**config.mk**
```make
export PLATFORM = sky130hd
export DESIGN_NAME = tcw_ctrl
export DESIGN_NICKNAME = d
export VERILOG_FILES = /design/src/hw/rtl/tcw_pkg.sv /design/src/hw/rtl/tcw_ctrl.sv
export SDC_FILE = /design/constraint.sdc
export NUM_CORES = 1
export LEC_CHECK = 0
export ABC_AREA = 1
export BUFFER_PORTS_ARGS = -buffer_cell sky130_fd_sc_hd__clkbuf_2
export CAP_MARGIN = 20
export CORE_AREA = 10 10 47 49
export DETAILED_ROUTE_END_ITERATION = 10
export DIE_AREA = 0 0 57 59
export GPL_ROUTABILITY_DRIVEN = 0
export PLACE_DENSITY = 0.72
export SETUP_SLACK_MARGIN = 0.3
export SLEW_MARGIN = 20
export SYNTH_ARGS = -nofsm -noshare
export SYNTH_HDL_FRONTEND = slang
export SYNTH_SLANG_ARGS = --single-unit
```
**constraint.sdc**
```tcl
create_clock -name clk -period 2.6 [get_ports clk]
set_clock_uncertainty 0.1 [all_clocks]
set_input_delay 0.39 -clock clk [delete_from_list [all_inputs] [get_ports clk]]
set_output_delay 0.39 -clock clk [all_outputs]
set_load 0.02 [all_outputs]
```
**src/hw/rtl/tcw_pkg.sv**
```systemverilog
// ----------------------------------------------------------------------------
// tcw_pkg: shared types and constants of the text console writer
// Request and result beats, register map, controller states and the
// command and status groups between controller and datapath.
// ----------------------------------------------------------------------------
`default_nettype none

package tcw_pkg;

	localparam int COLS_DEF      = 80;
	localparam int ROWS_DEF      = 25;
	localparam int START_ROW_DEF = 19;

	localparam int REQ_W     = 2;
	localparam int CHAR_W    = 8;
	localparam int IDX_W     = 11;
	localparam int COL_OUT_W = 7;
	localparam int ROW_OUT_W = 5;
	localparam int PADDR_W   = 3;

	localparam logic [REQ_W-1:0] REQ_CHAR  = 2'd0;
	localparam logic [REQ_W-1:0] REQ_CLEAR = 2'd1;
	localparam logic [REQ_W-1:0] REQ_READ  = 2'd2;

	localparam logic [CHAR_W-1:0] CHAR_BS    = 8'd8;
	localparam logic [CHAR_W-1:0] CHAR_TAB   = 8'd9;
	localparam logic [CHAR_W-1:0] CHAR_NL    = 8'd10;
	localparam logic [CHAR_W-1:0] ATTR_RESET = 8'd3;

	localparam logic REG_TEXT_ATTR = 1'b0;

	typedef struct packed {
		logic [REQ_W-1:0]  req_type;
		logic [CHAR_W-1:0] char_code;
		logic [IDX_W-1:0]  read_index;
	} req_item_t;

	typedef struct packed {
		logic [COL_OUT_W-1:0] cursor_col;
		logic [ROW_OUT_W-1:0] cursor_row;
		logic [CHAR_W-1:0]    cell_char;
		logic [CHAR_W-1:0]    cell_attr;
		logic                 scrolled;
	} rsp_item_t;

	typedef enum logic [3:0] {
		ST_INIT,
		ST_IDLE,
		ST_DECODE,
		ST_SCROLL,
		ST_FLUSH,
		ST_ATTR,
		ST_BS,
		ST_WIPE,
		ST_DONE
	} tcw_state_t;

	typedef enum logic [2:0] {
		MOP_NONE,
		MOP_CHAR,
		MOP_ATTR,
		MOP_BS,
		MOP_ZERO,
		MOP_MOVE,
		MOP_READ
	} mem_op_t;

	typedef enum logic [2:0] {
		CUR_HOLD,
		CUR_NEXT,
		CUR_NEWLINE,
		CUR_BOTTOM,
		CUR_TAB,
		CUR_BACK,
		CUR_HOME
	} cur_op_t;

	typedef struct packed {
		logic    load_req;
		mem_op_t mem_op;
		cur_op_t cur_op;
		logic    cnt_clr;
		logic    cnt_inc;
		logic    set_scroll;
		logic    load_out;
	} dp_cmd_t;

	typedef struct packed {
		logic [REQ_W-1:0] req_type;
		logic             is_nl;
		logic             is_tab;
		logic             is_bs;
		logic             bottom;
		logic             last_cell;
		logic             tab_wraps;
		logic             cnt_last;
		logic             out_free;
	} dp_stat_t;

endpackage

`default_nettype wire

```
**src/hw/rtl/tcw_ctrl.sv**
```systemverilog
// ----------------------------------------------------------------------------
// tcw_ctrl: request sequencer of the text console writer
// Decodes each request and steps the datapath through writes, scroll,
// clear and read, then hands the result to the output register.
// ----------------------------------------------------------------------------
`default_nettype none

module tcw_ctrl (
	input  wire logic               clk,
	input  wire logic               arst_n,
	input  wire logic               req_valid,
	output logic                    req_stall,
	input  wire tcw_pkg::dp_stat_t  stat,
	output tcw_pkg::dp_cmd_t        cmd
);

	tcw_pkg::tcw_state_t state_q;
	tcw_pkg::tcw_state_t state_d;

	always_ff @(posedge clk or negedge arst_n) begin
		if (!arst_n) begin
			state_q <= tcw_pkg::ST_INIT;
		end else begin
			state_q <= state_d;
		end
	end

	always_comb begin
		state_d        = state_q;
		req_stall      = 1'b1;
		cmd.load_req   = 1'b0;
		cmd.mem_op     = tcw_pkg::MOP_NONE;
		cmd.cur_op     = tcw_pkg::CUR_HOLD;
		cmd.cnt_clr    = 1'b0;
		cmd.cnt_inc    = 1'b0;
		cmd.set_scroll = 1'b0;
		cmd.load_out   = 1'b0;
		case (state_q)
			tcw_pkg::ST_INIT: begin
				cmd.mem_op  = tcw_pkg::MOP_ZERO;
				cmd.cnt_inc = 1'b1;
				if (stat.cnt_last) begin
					cmd.cnt_clr = 1'b1;
					state_d     = tcw_pkg::ST_IDLE;
				end
			end
			tcw_pkg::ST_IDLE: begin
				req_stall = 1'b0;
				if (req_valid) begin
					cmd.load_req = 1'b1;
					state_d      = tcw_pkg::ST_DECODE;
				end
			end
			tcw_pkg::ST_DECODE: begin
				case (stat.req_type)
					tcw_pkg::REQ_CHAR: begin
						if (stat.is_nl || (stat.is_tab && stat.tab_wraps)) begin
							if (stat.bottom) begin
								cmd.cnt_clr    = 1'b1;
								cmd.set_scroll = 1'b1;
								state_d        = tcw_pkg::ST_SCROLL;
							end else begin
								cmd.cur_op = tcw_pkg::CUR_NEWLINE;
								state_d    = tcw_pkg::ST_ATTR;
							end
						end else if (stat.is_tab) begin
							cmd.cur_op = tcw_pkg::CUR_TAB;
							state_d    = tcw_pkg::ST_DONE;
						end else if (stat.is_bs) begin
							cmd.cur_op = tcw_pkg::CUR_BACK;
							state_d    = tcw_pkg::ST_BS;
						end else begin
							cmd.mem_op = tcw_pkg::MOP_CHAR;
							if (stat.last_cell) begin
								cmd.cnt_clr    = 1'b1;
								cmd.set_scroll = 1'b1;
								state_d        = tcw_pkg::ST_SCROLL;
							end else begin
								cmd.cur_op = tcw_pkg::CUR_NEXT;
								state_d    = tcw_pkg::ST_ATTR;
							end
						end
					end
					tcw_pkg::REQ_CLEAR: begin
						cmd.cnt_clr = 1'b1;
						cmd.cur_op  = tcw_pkg::CUR_HOME;
						state_d     = tcw_pkg::ST_WIPE;
					end
					tcw_pkg::REQ_READ: begin
						cmd.mem_op = tcw_pkg::MOP_READ;
						state_d    = tcw_pkg::ST_DONE;
					end
					default: begin
						state_d = tcw_pkg::ST_DONE;
					end
				endcase
			end
			tcw_pkg::ST_SCROLL: begin
				cmd.mem_op  = tcw_pkg::MOP_MOVE;
				cmd.cnt_inc = 1'b1;
				if (stat.cnt_last) begin
					cmd.cnt_clr = 1'b1;
					state_d     = tcw_pkg::ST_FLUSH;
				end
			end
			tcw_pkg::ST_FLUSH: begin
				cmd.cur_op = tcw_pkg::CUR_BOTTOM;
				state_d    = tcw_pkg::ST_ATTR;
			end
			tcw_pkg::ST_ATTR: begin
				cmd.mem_op = tcw_pkg::MOP_ATTR;
				state_d    = tcw_pkg::ST_DONE;
			end
			tcw_pkg::ST_BS: begin
				cmd.mem_op = tcw_pkg::MOP_BS;
				state_d    = tcw_pkg::ST_DONE;
			end
			tcw_pkg::ST_WIPE: begin
				cmd.mem_op  = tcw_pkg::MOP_ZERO;
				cmd.cnt_inc = 1'b1;
				if (stat.cnt_last) begin
					cmd.cnt_clr = 1'b1;
					state_d     = tcw_pkg::ST_DONE;
				end
			end
			tcw_pkg::ST_DONE: begin
				if (stat.out_free) begin
					cmd.load_out = 1'b1;
					state_d      = tcw_pkg::ST_IDLE;
				end
			end
			default: begin
				state_d = tcw_pkg::ST_IDLE;
			end
		endcase
	end

endmodule

`default_nettype wire

```
==> results_dict.tcl, run 1 <==
set metrics [dict create \
    synth_top_area_share_pct 19.9 \
    timing.rr.start "state_q[1]" \
    largest_reg_flops 4 \
    grt_pass1_vias 645 \
    drive_gt1_share_pct 37.7 \
    p_per_area_mw_per_mm2 979 \
    cp.required_ns 2.11 \
    worstPathArrival_ns 1.54 \
    synth_warnings 0 \
    worstHoldPathCells 4 \
    grt.total_usage_pct 8.72 \
    place_ws_ns 0.797 \
    clockRootBuffer "clkbuf_4" \
    fmax_ghz 0.492 \
    dieArea_mm2 0.00336 \
    setup_violations 0 \
    seq_area_frac_synth_pct 18.3 \
    ys_seq_elements 4 \
    start_kind "flop" \
    cpLargestDelayFamily "simple AND/OR/NAND/NOR gates" \
    clockBufferDepth 2 \
    hold_viol 0 \
    drc 0 \
    place_hpwl_um 1370 \
    io_buffers 24 \
    fin_crit_ns 2.03 \
    setup_ws_ns 0.569 \
    grt_start_max_net_pins 7 \
    synth_top_cells_by_area "nand2_1 20%, dfrtp_1 18%, inv_1 9.6%" \
    utilization_pct 51.4 \
    slew_headroom_pct 84.0 \
    hold_start "stat[0]" \
    vias 666 \
    crit_chain "nor2_2 > nand2_1 > nand2_1 > nand2_1 > o211ai_1 > clkbuf_2" \
    cpMaxStageDelayCell "dfrtp_1" \
    synthesis.area_um2 548 \
    r2r_slack_ns 1.17 \
    status "finished clean" \
    reg2reg_depth 8 \
    min_delay_worst_endpoint "state_q[3]" \
    wl_per_cell_um 10.9 \
    chipWidth_um 57 \
    largest_register "state_q" \
    cp_max_fo 6 \
    syn_to_final_growth_pct 31.5 \
    syn_area_per_cell_um2 5.83 \
    insertion_delay_ns 0.23 \
    first_pass_iters 4 \
    cap_violations 0 \
    core.rowCount 14 \
    dp.cells 134 \
    holdBufCountCts 1 \
    r2r_end "state_q[0]" \
    final_max_slew_viol_count 0 \
    ir_drop_uv 498 \
    grt_overflow 0 \
    yosys.area.top_type "nand2_1" \
    antennaDiodeCount 0 \
    core_area_mm2 0.00140 \
    final_cells 138 \
    syn-num-nets 107 \
    path_clk_slew_ns 0.03 \
    fillers 163 \
    nets 137 \
    fin_setup_tns_ns 0 \
    finalCritPeriodShare_pct 78.1 \
    worstMarginPinSlew_ns 0.238 \
    reg_top3 "state_q x4" \
    postSynthCellCount 94 \
    cts.sinks 4 \
    viasPerCell 4.83 \
    whs_ns 0.348 \
    antenna_found_initial 0 \
    die_h_um 59 \
    start_util_pct 39.1 \
    wirelength_um 1510 \
    h-tree-depth 1 \
    io_pins 25 \
    crit_buf_inv 1 \
    p_leak_nw 0.445 \
    end_kind "output pin" \
    ant_nets 0 \
    cpMostUsedCell "nand2_1" \
    cts_resized 0 \
    post_cts_buffers 0 \
    critPathKind "flop to output pin" \
    worst_path_largest_cell_delay_ns 0.44 \
    synth_cell_types 22 \
    rsz0062_at_grt "false" \
    first_iter_violations 5 \
    cts_tree "built" \
    hold_class "input pin to flop" \
    grt_pass1_wl_um 2530 \
    cts_buffers 3 \
]
-- synth_stat cells (all sizes together) --
cell type,instances
o21ai,7
o211ai,1
nand4,3
clkinv,1
inv,19
o21bai,1
nand3,9
o31ai,1
nor2,11
nor3,1
nand2,34
a21oi,2
dfrtp,4
-- worst reg2reg max path, cell delays in order, from the launching register on --
cell and delay, ns:
dfrtp_1 0.44, nor2_2 0.22, nand2_1 0.10, nand2_1 0.10, nand3_2 0.09, nand2_4 0.11
inv_4 0.05, nand2_1 0.06, nand2_1 0.05
-- worst max-delay path by stage --
stage                         to  slack (ns)  depth (start not counted)       start
after floorplan           cmd[4]        0.85                          4  state_q[1]
after global placement    cmd[3]        0.83                          6  state_q[1]
after detailed placement  cmd[3]        0.80                          6  state_q[1]
after CTS                 cmd[3]        0.54                          6  state_q[1]
after global routing      cmd[3]        0.42                          6  state_q[1]
final                     cmd[3]        0.57                          6  state_q[1]
-- per-stage QoR --
stage / total power [mW] / area [um2]
after floorplan: 0.501 / 548
after global placement: 0.630 / 688
after detailed placement: 0.640 / 688
after CTS: 0.720 / 721
after global routing: 0.776 / 721
final: 0.706 / 721
-- layout make-up --
type                            instances  area [um2]  share of cell area [%]
Tap cell                               16        20.0                    2.78
Multi-Input combinational cell         70         369                    51.2
Sequential cell                         4         100                    13.9
Inverter                               20        78.8                    10.9
Timing Repair Buffer                   25         130                    18.1
Clock buffer                            3        22.5                    3.13
-- logic make-up (layout without fill, tap and decap cells) --
| logic type | after synthesis | after routing | share of synthesized area (%) |
|---|---|---|---|
| buf+inv | 20 | 48 | 14.4 |
| simple gates | 58 | 58 | 54.3 |
| flops | 4 | 4 | 18.3 |
| compound gates | 12 | 12 | 13.0 |
-- where the power goes --
part	internal, mW	switching [mW]
clock	0.0513	0.0210
combinational	0.165	0.340
sequential	0.0871	0.0413
-- per-layer routing --
layer	track usage (%)	wire length, um	vias up
met1	7.92	569	290
met5	0	0	-
met4	4.36	24	0
met2	17.2	800	21
met3	2.36	111	2
li1	-	-	353
-- cell usage in the layout, fill, tap and decap left out, drive strengths merged --
master,n
nand4,3
o21ai,7
clkbuf,27
o211ai,1
a21oi,2
clkinv,1
nor3,1
inv,19
o31ai,1
nor2,11
dlygate4sd3,1
nand3,9
o21bai,1
dfrtp,4
nand2,34
No activity file was read; power rests on OpenSTA's default activity.
==> run 2, diff against run 1 <==
==> constraint.sdc (replaced) <==
create_clock -name clk -period 2.1 [get_ports clk]
set_clock_uncertainty 0.1 [all_clocks]
set_input_delay 0.315 -clock clk [delete_from_list [all_inputs] [get_ports clk]]
set_output_delay 0.315 -clock clk [all_outputs]
set_load 0.02 [all_outputs]
==> run 2 against run 1 <==
Against the previous run: critical path depth unchanged; first-iteration DRC count increased to 4.2 times the previous value; total power increased by 43%; final area increased by 14%; combinational power increased by 49%; via count increased by 4.2%; flip-flop and latch count unchanged; non-clock buffer count increased by 6; count of clock-buffer cells in the layout unchanged; final cell count increased by 4.3%; core utilization increased by 7.1 points; worst setup slack got worse by 0.31 ns.
==> results_dict.tcl, run 2 (same netlist as run 1, synthesis figures left out) <==
set metrics [dict create \
    fmax_ghz 0.545 \
    core.rowCount 14 \
    wl_per_cell_um 11.6 \
    end_kind "output pin" \
    power.switching_mw 0.542 \
    pwr-share-comb_pct 74.6 \
    r2r_end "state_q[1]" \
    largest_register "state_q" \
    cp_max_fo 4 \
    wirelength_um 1670 \
    vias 694 \
    start_kind "flop" \
    rsz0062_at_grt "true" \
    r2r_slack_ns 0.69 \
    power_frac_clock_pct 9.1 \
    nets 143 \
    final_cell_mix "28 x nand2_1, 16 x clkbuf_2, 13 x inv_1" \
    grt_pass1_vias 689 \
    viasPerCell 4.82 \
    cap_violations 0 \
    final_max_slew_viol_count 0 \
    grt_start_max_net_pins 7 \
    largest_reg_flops 4 \
    cts_tree "built" \
    design_area_um2 821 \
    setup_violations 0 \
    worstPathArrival_ns 1.42 \
    die_h_um 59 \
    hold_start "stat[0]" \
    slew_headroom_pct 84.0 \
    h-tree-depth 1 \
    p_leak_nw 0.483 \
    dieArea_mm2 0.00336 \
    grt_pass1_wl_um 2770 \
    power_mw 1.01 \
    path_clk_slew_ns 0.04 \
    fillers 137 \
    mostFrequentLayoutCell "nand2_1" \
    cp.required_ns 1.68 \
    chipWidth_um 57 \
    cts_buffers 3 \
    worstHoldPathCells 4 \
    ant_nets 0 \
    placed_area_um2 688 \
    worstMarginPinSlew_ns 0.237 \
    ir_drop_uv 662 \
    first_pass_iters 4 \
    clockRootBuffer "clkbuf_4" \
    insertion_delay_ns 0.23 \
    syn_to_final_growth_pct 49.8 \
    place_hpwl_um 1350 \
    grt_overflow 0 \
    hold_viol 0 \
    antenna_found_initial 0 \
    clockBufferDepth 2 \
    cts.sinks 4 \
    reg_top3 "state_q x4" \
    drc 0 \
    start_util_pct 39.1 \
    critPathKind "flop to output pin" \
    grt.total_usage_pct 9.64 \
    io_buffers 24 \
    utilization_pct 58.6 \
    first_iter_violations 21 \
    status "finished clean" \
    timing.rr.start "state_q[1]" \
    internal-power_mw 0.468 \
    p_per_area_mw_per_mm2 1230 \
    p_sw_share_pct 53.7 \
    min_delay_worst_endpoint "state_q[3]" \
    fin_setup_tns_ns 0 \
    core_area_mm2 0.00140 \
    io_pins 25 \
    fin_crit_ns 1.84 \
    reg2reg_depth 9 \
    hold_class "input pin to flop" \
    power_frac_seq_pct 16.3 \
    drive_gt1_share_pct 46.9 \
    finalCritPeriodShare_pct 87.4 \
    antennaDiodeCount 0 \
]
[run 2: cell count changes in the layout (fill, tap and decap cells not counted), moves of 2 or more]
cell      delta
nor2_1       -2
nor2_4       +2
dfrtp_2      +3
buf_4       +10
dfrtp_1      -3
clkbuf_2     -8
[run 2: worst max-delay path, stage by stage (launching register included)]
cell	delay (ns)
dfrtp_2	0.43
nor2_4	0.20
nand2_2	0.08
inv_2	0.08
nand4_1	0.12
o211ai_1	0.11
buf_4	0.17
[run 2: repair_timing]
item                                    CTS  global route
endpoints found under the hold margin     4             0
setup buffers                             2             4
endpoints found under the setup margin    7             9
pin swaps                                 2             1
hold buffers                              1             0
resized for setup                         8            18
[run 2: layout make-up]
type                       instances  area [um2]  area share, %
multi-input combinational         70         392           47.7
timing repair buffer              31         203           24.7
sequential                         4         104           12.7
inverter                          20        80.1           9.76
clock buffer                       3        22.5           2.74
tap                               16        20.0           2.44
[run 2: worst max path at each step]
stage / startpoint / endpoint / cells past startpoint
global placement: state_q[1] / cmd[3] / 6
detailed placement: state_q[1] / cmd[3] / 6
finish: state_q[3] / cmd[3] / 6
global route: state_q[3] / cmd[3] / 6
floorplan: state_q[1] / cmd[4] / 4
CTS: state_q[2] / cmd[3] / 6
[run 2: metal layers]
layer	share of wire, %	track usage, %
met5	0	0
met4	1.4	4.03
met3	8.1	2.58
met2	55	18.3
met1	35	9.64
[run 2: power groups by stage]
stage / combinational (mW) / clock [mW] / sequential, mW
detailed placement: 0.632 / 0 / 0.159
finish: 0.754 / 0.0918 / 0.165
global placement: 0.625 / 0 / 0.155
CTS: 0.685 / 0.0978 / 0.163
global route: 0.835 / 0.0997 / 0.171
floorplan: 0.468 / 0 / 0.152
[run 2: stage by stage]
| stage | std cells | setup WS (ns) | hold slack, ns |
|---|---|---|---|
| floorplan | 94 | 0.425 | -0.0806 |
| global placement | 134 | 0.446 | 0.0207 |
| detailed placement | 134 | 0.390 | 0.0217 |
| CTS | 140 | 0.230 | 0.277 |
| global route | 144 | 0.188 | 0.330 |
| finish | 144 | 0.264 | 0.292 |
